[src/rtl/dsbc_pkg.sv]
// ----------------------------------------------------------------------------
// Draw state bucket census package
// Sizes, result codes and the beat types shared by the census chain and the
// top level.
// ----------------------------------------------------------------------------
package dsbc_pkg;

    // Number of buckets, one cell each.
    localparam int BUCKETS = 96;

    localparam int IDX_W   = (BUCKETS > 1) ? $clog2(BUCKETS) : 1;
    localparam int CNT_W   = $clog2(BUCKETS + 1);

    localparam int KEY_W   = 40;
    localparam int VCNT_W  = 31;
    localparam int DRAW_W  = 32;
    localparam int VSUM_W  = 48;
    localparam int OVF_W   = 32;
    localparam int SLOT_W  = 7;

    localparam int PADDR_W = 3;
    localparam int PDATA_W = 32;

    // Register index taken from paddr[PADDR_W-1:2].
    localparam logic [PADDR_W-3:0] REG_ENABLE = '0;

    typedef enum logic [1:0] {
        ST_HIT  = 2'd0,
        ST_NEW  = 2'd1,
        ST_FULL = 2'd2,
        ST_OFF  = 2'd3
    } t_status;

    // Lookup token that walks the chain of cells, collecting the result.
    typedef struct packed {
        logic               valid;
        logic               found;
        t_status            status;
        logic [IDX_W-1:0]   slot;
        logic [DRAW_W-1:0]  draws;
        logic [VSUM_W-1:0]  verts;
        logic [VCNT_W-1:0]  lo_vcnt;
        logic [VCNT_W-1:0]  hi_vcnt;
    } t_probe;

    typedef struct packed {
        t_status            status;
        logic [SLOT_W-1:0]  slot;
        logic [DRAW_W-1:0]  draws;
        logic [VSUM_W-1:0]  verts;
        logic [VCNT_W-1:0]  lo_vcnt;
        logic [VCNT_W-1:0]  hi_vcnt;
        logic [SLOT_W-1:0]  used;
        logic [OVF_W-1:0]   ovf;
    } t_result;

endpackage

[src/rtl/dsbc_cell.sv]
// ----------------------------------------------------------------------------
// Census bucket cell
// Holds one bucket and its counters. A lookup token passes through each cell,
// which registers it; the cell whose key matches, or the first free cell, updates
// its bucket and writes the bucket contents into the token.
// ----------------------------------------------------------------------------
module dsbc_cell (
    input  logic                           i_clk,
    input  logic                           i_rst_n,
    input  logic [dsbc_pkg::IDX_W-1:0]     i_index,
    input  logic [dsbc_pkg::CNT_W-1:0]     i_used,
    input  logic [dsbc_pkg::KEY_W-1:0]     i_key,
    input  logic [dsbc_pkg::VCNT_W-1:0]    i_count,
    input  dsbc_pkg::t_probe               i_probe,
    output dsbc_pkg::t_probe               o_probe
);

    logic [dsbc_pkg::KEY_W-1:0]   r_key;
    logic [dsbc_pkg::DRAW_W-1:0]  r_draws;
    logic [dsbc_pkg::VSUM_W-1:0]  r_verts;
    logic [dsbc_pkg::VCNT_W-1:0]  r_min;
    logic [dsbc_pkg::VCNT_W-1:0]  r_max;
    dsbc_pkg::t_probe             r_probe;

    logic [dsbc_pkg::DRAW_W-1:0]  n_draws;
    logic [dsbc_pkg::VSUM_W-1:0]  n_verts;
    logic [dsbc_pkg::VCNT_W-1:0]  n_min;
    logic [dsbc_pkg::VCNT_W-1:0]  n_max;
    dsbc_pkg::t_probe             n_probe;

    logic                         w_live;
    logic                         w_hit;
    logic                         w_alloc;
    logic [dsbc_pkg::VSUM_W:0]    w_sum;

    // Only cells below the fill count hold a bucket; the cell at the fill
    // count is the next free one.
    assign w_live  = i_probe.valid && !i_probe.found;
    assign w_hit   = w_live && (dsbc_pkg::CNT_W'(i_index) < i_used) && (r_key == i_key);
    assign w_alloc = w_live && (dsbc_pkg::CNT_W'(i_index) == i_used);
    assign w_sum   = {1'b0, r_verts} + (dsbc_pkg::VSUM_W + 1)'(i_count);

    always_comb begin
        n_draws = r_draws;
        n_verts = r_verts;
        n_min   = r_min;
        n_max   = r_max;
        n_probe = i_probe;
        if (w_hit) begin
            n_draws = (r_draws == '1) ? r_draws : r_draws + 1'b1;
            n_verts = w_sum[dsbc_pkg::VSUM_W] ? '1 : w_sum[dsbc_pkg::VSUM_W-1:0];
            n_min   = (i_count < r_min) ? i_count : r_min;
            n_max   = (i_count > r_max) ? i_count : r_max;
        end else if (w_alloc) begin
            n_draws = dsbc_pkg::DRAW_W'(1);
            n_verts = dsbc_pkg::VSUM_W'(i_count);
            n_min   = i_count;
            n_max   = i_count;
        end
        if (w_hit || w_alloc) begin
            n_probe.found   = 1'b1;
            n_probe.status  = w_hit ? dsbc_pkg::ST_HIT : dsbc_pkg::ST_NEW;
            n_probe.slot    = i_index;
            n_probe.draws   = n_draws;
            n_probe.verts   = n_verts;
            n_probe.lo_vcnt = n_min;
            n_probe.hi_vcnt = n_max;
        end
    end

    always_ff @(posedge i_clk) begin
        if (w_alloc) begin
            r_key <= i_key;
        end
        r_draws <= n_draws;
        r_verts <= n_verts;
        r_min   <= n_min;
        r_max   <= n_max;
        if (!i_rst_n) begin
            r_probe.valid <= 1'b0;
        end else begin
            r_probe <= n_probe;
        end
    end

    assign o_probe = r_probe;

endmodule

[config.mk]
export PLATFORM = sky130hd
export DESIGN_NAME = dsbc_cell
export DESIGN_NICKNAME = d
export VERILOG_FILES = /design/src/rtl/dsbc_pkg.sv /design/src/rtl/dsbc_cell.sv
export SDC_FILE = /design/constraint.sdc
export NUM_CORES = 1
export LEC_CHECK = 0
export BUFFER_PORTS_ARGS = -buffer_cell sky130_fd_sc_hd__buf_2
export CORE_MARGIN = 2
export CORE_UTILIZATION = 45
export DETAILED_ROUTE_END_ITERATION = 12
export PLACE_DENSITY = 0.77
export REMOVE_ABC_BUFFERS = 1
export SETUP_SLACK_MARGIN = 0.05
export SYNTH_ARGS = -nofsm -noshare
export SYNTH_HDL_FRONTEND = slang
export SYNTH_SLANG_ARGS = --single-unit
[constraint.sdc]
create_clock -name i_clk -period 4.5 [get_ports i_clk]
set_clock_uncertainty 0.2 [all_clocks]
set_input_delay 0.45 -clock i_clk [delete_from_list [all_inputs] [get_ports i_clk]]
set_output_delay 0.45 -clock i_clk [all_outputs]
set_load 0.02 [all_outputs]
Yosys cells after proc, flatten, opt, wreduce, memory -nomap -nowiden
Index checks and enable logic that the tools add are counted.
{ "op_classes": {"n_addsub": 2, "n_mul": 0, "div": 0, "magnitude_cmp": 3, "eq_ne": 3, "shift": 0, "mux": 14, "n_bitwise": 0, "reduce_logical": 6} }
{ "ops": {"columns": ["op", "count"], "rows": [
  ["$mux W31", 6],
  ["$mux W151", 1],
  ["$mux W48", 3],
  ["$mux W32", 3],
  ["$add A48 B31 Y49", 1],
  ["$eq A40 B40 Y1", 1],
  ["$add A32 B1 Y32 const B", 1],
  ["$eq A32 B32 Y1 const B", 1],
  ["$gt A31 B31 Y1", 1],
  ["$lt A31 B31 Y1", 1],
  ["$eq A7 B7 Y1", 1],
  ["$lt A7 B7 Y1", 1],
  ["$logic_and A1 B1 Y1", 4],
  ["$logic_not A1 Y1", 1],
  ["$logic_or A1 B1 Y1", 1],
  ["$mux W1", 1]
]} }
{ "word_totals": {"reg_bits": 335, "latchBits": 0, "ramBits": 0, "rom_bits": 0, "input_bits": 240, "mem_count": 0} }

Logic depth before layout (Yosys ltp)
Gate-level depths: netlist of the first run.
{ "logic_depth": {"depth_word": 6, "depth_mapped": 13, "ltp_nobuf": 11} }

Least setup slack after synthesis of the first run
Ideal clock, no wire load.
{ "synth_path": {"path_kind": "input port to flip-flop", "start": "in i_used[6] (netlist name)", "end": "reg r_probe (netlist bit o_probe[32]), data pin", "arrival_ns": 3.330, "required_time_ns": 4.033, "setup_slack_ns": 0.703, "path_stages": 10, "path_cell_list": "inv_1 > ha_1 > nand2_1 > or4_1 > inv_1 > nand2_1 > o21ai_0 > buf_2 > buf_1 > a21oi_1"} }
{ "synth_rtl": {"columns": ["element", "line", "source"], "rows": [
  ["from (decl)", "dsbc_cell.sv:11", "input logic [dsbc_pkg::CNT_W-1:0] i_used,"],
  ["to (signal assigned)", "dsbc_cell.sv:82", "r_probe <= n_probe;"],
  ["to (decl)", "dsbc_cell.sv:23", "dsbc_pkg::t_probe r_probe;"]
]} }

==> results of run 1 <==
-- power by group through the flow --
stage          clock, W  sequential [W]  combinational, W
2_1_floorplan         0         0.00374          0.000547
3_5_place_dp          0         0.00362           0.00115
4_1_cts         0.00331         0.00356           0.00123
3_3_place_gp          0         0.00362           0.00112
6_report        0.00325         0.00356           0.00125
5_1_grt         0.00342         0.00358           0.00137
-- path summary, 6_finish.rpt --
check | endpoint | cells past startpoint | slack [ns] | start
max | o_probe[146] | 12 | 0.23 | i_key[35]
min | o_probe[64] | 2 | 0.01 | i_probe[64]
max reg2reg | o_probe[146] | 10 | 0.45 | r_key[35]
min reg2reg | r_verts[12] | 1 | 0.28 | r_verts[12]
-- layout make-up --
type	count	area [um2]	share of cell area, %
flip-flops and latches	335	8630	38.2
multi-input cells	1270	8330	36.8
repair buffers	514	3220	14.2
clock buffers	57	1160	5.11
well taps	518	648	2.87
inverters	120	452	2.00
clock inverters	14	150	0.664
diodes	10	25.0	0.111
-- cells by family (layout without fill, tap and decap cells) --
logic type	after synthesis	after routing	synth area share [%]
buffers and inverters	208	705	4.70
flip-flops	335	335	48.6
AND/OR/NAND/NOR	486	486	13.5
AO/OA/AOI/OAI	544	544	18.9
multiplexers	35	35	1.99
XOR/XNOR	104	104	5.13
other	0	10	0
adder cells (fa/ha/maj)	101	101	7.16
-- placed cells by master (no fill, tap or decap), drive strengths merged, types with 13 or more instances in the layout --
cell type and instances:
nand2 137, nand4 45, xnor2 76, a21oi 155
edfxtp 192, nor3 13, o21ai 164, dfxtp 143
a221o 34, mux2i 33, clkbuf 57, buf 411
dlygate4sd3 103, ha 100, o31ai 20, o22ai 38
inv 120, a31oi 14, nand3 68, xor2 28
a21o 67, and3 45, nor2 120
-- flip-flops by register name (all words and copies together), names as in the netlist --
register / count
r_key: 40
r_max: 31
o_probe: 153
r_verts: 48
r_min: 31
r_draws: 32
-- metal layers --
metal | part of all wire (%) | track usage, % | vias to the layer above
met3 | 9.0 | 6.32 | 141
li1 | - | - | 7594
met1 | 39 | 34.7 | 7662
met2 | 48 | 48.4 | 836
met5 | 0.15 | 0 | -
met4 | 3.5 | 11.7 | 14
-- per-stage QoR --
| step | total power (W) | cell area, um2 | setup TNS (ns) |
|---|---|---|---|
| after global placement | 0.00474 | 20200 | 0 |
| final | 0.00807 | 22600 | 0 |
| after floorplan | 0.00429 | 17400 | -220.83 |
| after global routing | 0.00836 | 22600 | 0 |
| after detailed placement | 0.00477 | 20200 | 0 |
| after CTS | 0.00810 | 22600 | 0 |
-- worst max-delay path, cell delays in order --
cell           delay [ns]
dlygate4sd3_1        0.55
buf_2                0.15
xnor2_1              0.31
nand2_1              0.13
or3b_1               0.42
nor4_4               0.32
nand4_1              0.33
buf_4                0.36
and2_4               0.47
nand2_1              0.18
nand2_1              0.07
dlygate4sd3_1        0.58
==> metrics.txt, run 1 <==
prevailing post-synth register cell=edfxtp_1; vias per std cell=5.72; synth top area cells=edfxtp_1, dfxtp_1, ha_1; leak pwr=10.3 nW; Warnings, synthesis=0; CTS Buffer Depth=3; most frequent cell after synthesis=edfxtp_1; startpoint type of the worst setup path=input pin; register bit total from synthesis=335; post-layout minimum cycle time=4.27 ns; relative slew slack=33.0%; worst hold slack=0.0101 ns; DIE HEIGHT=203 um; Synth Area per Inst=9.80 um2; vias in the first global route=16300; buffers added on ports=392; final setup vio count=0; Clk pwr share=40.3%; Critical Path AT=4.36 ns; row cnt=72; Max H-tree Level=2; Top-Level Pins=393; routed len/inst=21.1 um; postcts setup bufs=0; Logic pwr share=15.5%; synth unique cells=72; Fmax=0.234 GHz; Root Driver=clkbuf_16; TritonCTS Buffers=39; Die ar.=41100 um2; largest net degree at the start of global routing=127; Tcrit/Tclk final=94.8%; PwrDens=357 nW/um2; net load switching power=0.00214 W; chip width=203 um; post-synthesis instance area=17800 um2; pre-CTS setup slack=0.233 ns; Post-synth EDFFs=192; share of the synthesized area in the top cell type=32.5%; final wirelength=59.9 mm; CTS tree=built; outcome=complete, no violations; DRC=0; Internal Power=0.00593 W; setup repair after global routing missed its margin=no; Fillers=3243; worst IR drop on VDD=223 uV; Final Hold Vio Count=0; area grow syn2layout=27.2%; dpl cells=2654; NumNets Final=2621; PostCTS Resize Cnt=0; Worst Setup End Kind=register; CP Max Fanout=87; Seq/Total Area, Yosys=48.6%; GRT Resource Usage Total=28.4%; Clock transition at path regs=0.06 ns; Worst Setup Path Type=in -> reg; switching portion of total power=26.5%; drt pass-1 iters=10; Async SR Flop Fraction=0%; max-slew violation count=0; Post-synth top cells=edfxtp_1, o21ai_0, a21oi_1; clock tree sinks=335; Worst EP required=4.59 ns; final cell count without fillers=2838; Post-Synthesis Cells=1813; post-layout util=58.2%; sequential power share=44.2%; min-delay worst type=in -> reg; Detailed Route Iter0 Violations=1356; post-DP HPWL=40.6 mm; via count=16200; setup ws final=0.234 ns; layout cells sized above 1=21.6%; grt total ovfl=0; initial antenna violation count=15; CTS hold repair buffers=103; cell taking the most area after synthesis=edfxtp_1; worst skew pair latency=0.55 ns; CORE AREA=38800 um2; Slew @ Worst Pin=1.00 ns; Max-Cap Viols=0; first-pass GRT wire length=90.7 mm; Initial Util=45.8%; placer congestion estimate=0.913; DRT antenna net count=0
No activity file was read; power rests on OpenSTA's default activity.
==> inputs of run 2 (changes only) <==
- CORE_ASPECT_RATIO: default -> 1.75
==> metrics.txt, run 2 (synthesis results as in run 1) <==
post-layout minimum cycle time=4.01 ns (-0.251 ns); Detailed Route Iter0 Violations=924 (-32%); drt pass-1 iters=5 (-5); DIE HEIGHT=267 um (+32%); min-delay worst type=in -> reg; largest net degree at the start of global routing=127 (unchanged); Critical Path AT=4.21 ns (-0.15 ns); NumNets Final=2593 (-1.1%); post-layout util=56.8% (-1.4 points); placer congestion estimate=0.892 (-2.3%); leak pwr=10.1 nW (-1.5%); FF-to-FF path depth=11 (+1); Slew @ Worst Pin=0.915 ns (-0.0895 ns); CP Max Fanout=30 (-66%); max-slew violation count=0 (unchanged); relative slew slack=39.0% (+6.0 points); DP Area=20300 um2 (+0.17%); Final Hold Vio Count=0 (unchanged); outcome=complete, no violations; CORE AREA=39000 um2 (+0.54%); Worst Setup End Kind=register; worst hold slack=0.0209 ns (+0.0107 ns); startpoint type of the worst setup path=input pin; final instance area=22200 um2 (-1.9%); Fmax=0.249 GHz (+6.3%); final cell count without fillers=2771 (-2.4%); area of the multi-input gates=8330 um2 (unchanged); Tcrit/Tclk final=89.2% (-5.6 points); commonest non-fill, non-tap cell in the layout=buf_2; DRT antenna net count=0 (unchanged); final wirelength=59.1 mm (-1.2%); PostCTS Resize Cnt=0 (unchanged); CTS Buffer Depth=3 (unchanged); flip-flop count of the largest register after layout=153 (unchanged); hold_sp=i_probe[131]; Die ar.=41100 um2 (+0.16%); post-DP HPWL=42.0 mm (+3.4%); routed len/inst=21.3 um (+1.1%); layout cells sized above 1=22.1% (+0.57 points); TritonCTS Buffers=34 (-13%); chip width=154 um (-24%); initial antenna violation count=2 (-13); Seq. cell area=8630 um2 (unchanged); Worst Setup Path Type=in -> reg; DRC=0 (unchanged); Max-Cap Viols=0 (unchanged); CTS tree=built; most frequent cells in the layout=buf_2, edfxtp_1, o21ai_0; worst reg2reg endpoint=o_probe[86]; clock tree sinks=335 (unchanged); Worst EP required=4.69 ns (+0.10 ns); dpl cells=2637 (-0.64%); vias per std cell=5.78 (+1.0%); Top-Level Pins=393 (unchanged); Fillers=3299 (+1.7%); Max H-tree Level=2 (unchanged); Initial Util=45.5% (-0.25 points); PwrDens=354 nW/um2 (-0.83%); vias in the first global route=16400 (+0.58%); Root Driver=clkbuf_16; GRT Resource Usage Total=27.8% (-0.58 points); area grow syn2layout=24.8%; total chip power=0.00785 W (-2.7%); via count=16000 (-1.4%); reg2reg setup slack=0.57 ns (+0.12 ns); Worst R2R Start=r_verts[0]; setup repair after global routing missed its margin=no; grt total ovfl=0 (unchanged); row cnt=96 (+33%); WHS Path Cells=3 (+1); worst IR drop on VDD=230 uV (+3.5%); worst skew pair latency=0.54 ns (about the same); final setup vio count=0 (unchanged); Clock transition at path regs=0.07 ns (about the same); buffers added on ports=392 (unchanged); Hold Path End=o_probe[131]; first-pass GRT wire length=89.2 mm (-1.6%)
## run 2: changes by cell type in the layout (fill, tap and decap cells not counted), sizes merged
| cell | previous run | this run |
|---|---|---|
| buf | 411 | 422 |
| clkinvlp | 1 | 3 |
| clkbuf | 57 | 45 |
| clkinv | 10 | 11 |
| inv | 120 | 119 |
| bufinv | 3 | 4 |
| diode | 10 | 3 |
| dlygate4sd3 | 103 | 69 |
## run 2: what timing repair did
item / in CTS / in global routing
endpoints found under the hold margin: 68 / 0
hold buffers: 69 / 0
setup endpoints to repair: 0 / 0
buffers inserted: 0 / 0
## run 2: worst max path at each step
stage | from | to | slack [ns]
after floorplan | i_used[3] | r_min[0] | -3.05
after global placement | i_count[0] | o_probe[81] | 0.37
after detailed placement | i_count[0] | o_probe[78] | 0.30
after CTS | r_verts[0] | o_probe[78] | 0.60
after global routing | i_key[24] | o_probe[148] | 0.36
final | i_key[35] | o_probe[148] | 0.49
## run 2: metal layers
metal / global-route usage [%] / share of wire [%] / vias to the layer above
li1: - / - / 7551
met1: 29.4 / 36 / 7619
met2: 51.5 / 52 / 664
met3: 4.50 / 6.4 / 191
met4: 16.4 / 6.1 / 0
met5: 0 / 0 / -
## run 2: report_power, final
| part | switching, W | leakage [nW] | total [W] | internal (W) |
|---|---|---|---|---|
| registers | 0.000103 | 3.01 | 0.00356 | 0.00346 |
| clock network | 0.00126 | 0.580 | 0.00306 | 0.00180 |
| logic | 0.000733 | 6.51 | 0.00123 | 0.000494 |
## run 2: metrics by stage
stage / setup WS, ns / setup TNS, ns
6_report: 0.485 / 0
3_3_place_gp: 0.367 / 0
2_1_floorplan: -3.05 / -220.83
5_1_grt: 0.356 / 0
4_1_cts: 0.597 / 0
3_5_place_dp: 0.302 / 0
## run 2: area by class of cell
class | instances | share of cell area [%]
flip-flops and latches | 335 | 38.9
multi-input cells | 1270 | 37.6
repair buffers | 491 | 13.3
clock buffers | 45 | 4.49
well taps | 490 | 2.77
inverters | 120 | 2.04
clock inverters | 17 | 0.903
diodes | 3 | 0.0339
## run 2: worst max-delay path, stage by stage
cell and delay, ns:
dlygate4sd3_1 0.53, buf_2 0.13, xnor2_1 0.30, nand2_1 0.14
or3b_1 0.44, nor4_4 0.32, nand4_1 0.45, nand2_2 0.22
buf_4 0.45, nand2_1 0.10, nand2_1 0.08, dlygate4sd3_1 0.56
==> inputs of run 3 (changes only) <==
==> constraint.sdc (replaced) <==
create_clock -name i_clk -period 4.5 [get_ports i_clk]
set_clock_uncertainty 0.2 [all_clocks]
set_input_delay 0.225 -clock i_clk [delete_from_list [all_inputs] [get_ports i_clk]]
set_output_delay 0.225 -clock i_clk [all_outputs]
set_load 0.02 [all_outputs]
==> metrics.txt, run 3 (synthesis results as in run 1) <==
post-DP HPWL=41.7 mm (-0.74%); commonest non-fill, non-tap cell in the layout=buf_2; largest net degree at the start of global routing=127 (unchanged); PwrDens=333 nW/um2 (-5.9%); Max H-tree Level=2 (unchanged); Worst EP required=4.69 ns (about the same); DRT antenna net count=0 (unchanged); Fmax=0.229 GHz (-7.9%); DIE HEIGHT=267 um (unchanged); routed len/inst=21.7 um (+1.6%); post-layout minimum cycle time=4.36 ns (+0.342 ns); vias per std cell=5.82 (+0.71%); CTS tree=built; FF-to-FF path depth=11 (unchanged); CORE AREA=39000 um2 (unchanged); area grow syn2layout=33.0%; Final Hold Vio Count=0 (unchanged); Critical Path AT=4.55 ns (+0.34 ns); worst IR drop on VDD=271 uV (+18%); final wirelength=63.3 mm (+7.1%); pre-CTS setup slack=0.340 ns (+0.0382 ns); Slew @ Worst Pin=1.05 ns (+0.131 ns); Worst Setup Path Type=in -> reg; NumNets Final=2745 (+5.9%); drt pass-1 iters=6 (+1); chip width=154 um (unchanged); outcome=complete, no violations; CP Max Fanout=30 (unchanged); Clock transition at path regs=0.07 ns (about the same); flip-flop count of the largest register after layout=153 (unchanged); vias in the first global route=17700 (+7.9%); TritonCTS Buffers=34 (unchanged); startpoint type of the worst setup path=input pin; Top-Level Pins=393 (unchanged); relative slew slack=30.2% (-8.8 points); initial antenna violation count=1 (-1); most frequent cells in the layout=buf_2, dlygate4sd3_1, edfxtp_1; setup repair after global routing missed its margin=no; via count=17000 (+6.1%); reg2reg setup slack=0.15 ns (-0.42 ns); placer congestion estimate=0.915 (+2.5%); hold_sp=i_rst_n; Worst Setup End Kind=register; setup ws final=0.143 ns (-0.342 ns); grt total ovfl=0 (unchanged); Tcrit/Tclk final=96.8% (+7.6 points); Die ar.=41100 um2 (unchanged); Fillers=3038 (-7.9%); worst skew pair latency=0.53 ns (about the same); Detailed Route Iter0 Violations=1111 (+20%); total chip power=0.00787 W (+0.34%); Max-Cap Viols=0 (unchanged); Hold Path End=o_probe[88]; min-delay worst type=in -> reg; final setup vio count=0 (unchanged); layout cells sized above 1=20.4% (-1.7 points); GRT Resource Usage Total=29.6% (+1.9 points); Worst R2R Start=r_key[34]; worst reg2reg endpoint=o_probe[148]; leak pwr=10.7 nW (+5.9%); max-slew violation count=0 (unchanged); Initial Util=45.5% (unchanged); CTS Buffer Depth=3 (unchanged); clock tree sinks=335 (unchanged); Root Driver=clkbuf_16; n_diodes=0 (-3); row cnt=96 (unchanged); buffers added on ports=392 (unchanged); WHS Path Cells=1 (-2); first-pass GRT wire length=95.7 mm (+7.2%); DRC=0 (unchanged)
-- run 3: worst max path at each step --
stage	from	endpoint	slack, ns	cells past startpoint
after floorplan	i_used[3]	r_min[0]	-2.83	8
after global placement	i_count[0]	o_probe[81]	0.46	12
after detailed placement	i_count[0]	o_probe[78]	0.34	12
after CTS	i_count[0]	o_probe[62]	0.35	13
after global routing	i_count[0]	o_probe[87]	0.09	12
final	i_key[34]	o_probe[148]	0.14	13
-- run 3: worst max-delay path: stages --
cell and delay (ns):
dlygate4sd3_1 0.54, buf_2 0.14, xor2_1 0.16, nor2_1 0.30, nand3_1 0.16, nor3_1 0.68, nand4_1 0.51, buf_4 0.38
nand2_2 0.34, buf_12 0.29, nand2_1 0.11, nand2_1 0.09, dlygate4sd3_1 0.56
-- run 3: where the power goes --
| part | switching, W | internal (W) | total [W] |
|---|---|---|---|
| logic | 0.000769 | 0.000585 | 0.00135 |
| registers | 0.000110 | 0.00346 | 0.00357 |
| clock network | 0.00127 | 0.00167 | 0.00295 |
| total | 0.00215 | 0.00572 | 0.00787 |
-- run 3: area by class of cell --
| class | count | area, um2 | area share [%] |
|---|---|---|---|
| clock inverters | 18 | 184 | 0.778 |
| well taps | 490 | 613 | 2.59 |
| flip-flops and latches | 335 | 8630 | 36.5 |
| clock buffers | 43 | 946 | 4.00 |
| multi-input cells | 1270 | 8330 | 35.2 |
| inverters | 120 | 452 | 1.91 |
| repair buffers | 643 | 4480 | 19.0 |
-- run 3: through the flow --
step | util [%] | TNS [ns] | instances | hold WS (ns) | instance area (um2)
3_5_place_dp | 51.7 | 0 | 2627 | 0.229 | 20200
6_report | 60.5 | 0 | 2919 | 0.150 | 23600
4_1_cts | 60.5 | 0 | 2919 | 0.149 | 23600
5_1_grt | 60.5 | 0 | 2919 | 0.188 | 23600
3_3_place_gp | 51.7 | 0 | 2627 | 0.230 | 20200
2_1_floorplan | - | -176.83 | 1725 | 0.124 | 17400
-- run 3: routing by layer --
layer | global-route usage [%] | wire length [um] | up-vias | share of wire [%]
li1 | - | - | 7834 | -
met1 | 31.4 | 22500 | 8046 | 36
met2 | 54.5 | 32300 | 848 | 51
met3 | 4.51 | 4150 | 272 | 6.6
met4 | 18.7 | 4350 | 0 | 6.9
met5 | 0 | 0 | - | 0
-- run 3: timing repair --
item                                    in CTS  in global routing
gates resized for setup                      0                  1
endpoints found under the setup margin       0                  1
hold endpoints to repair                   258                  0
setup buffers                                0                  0
hold buffers                               231                  0
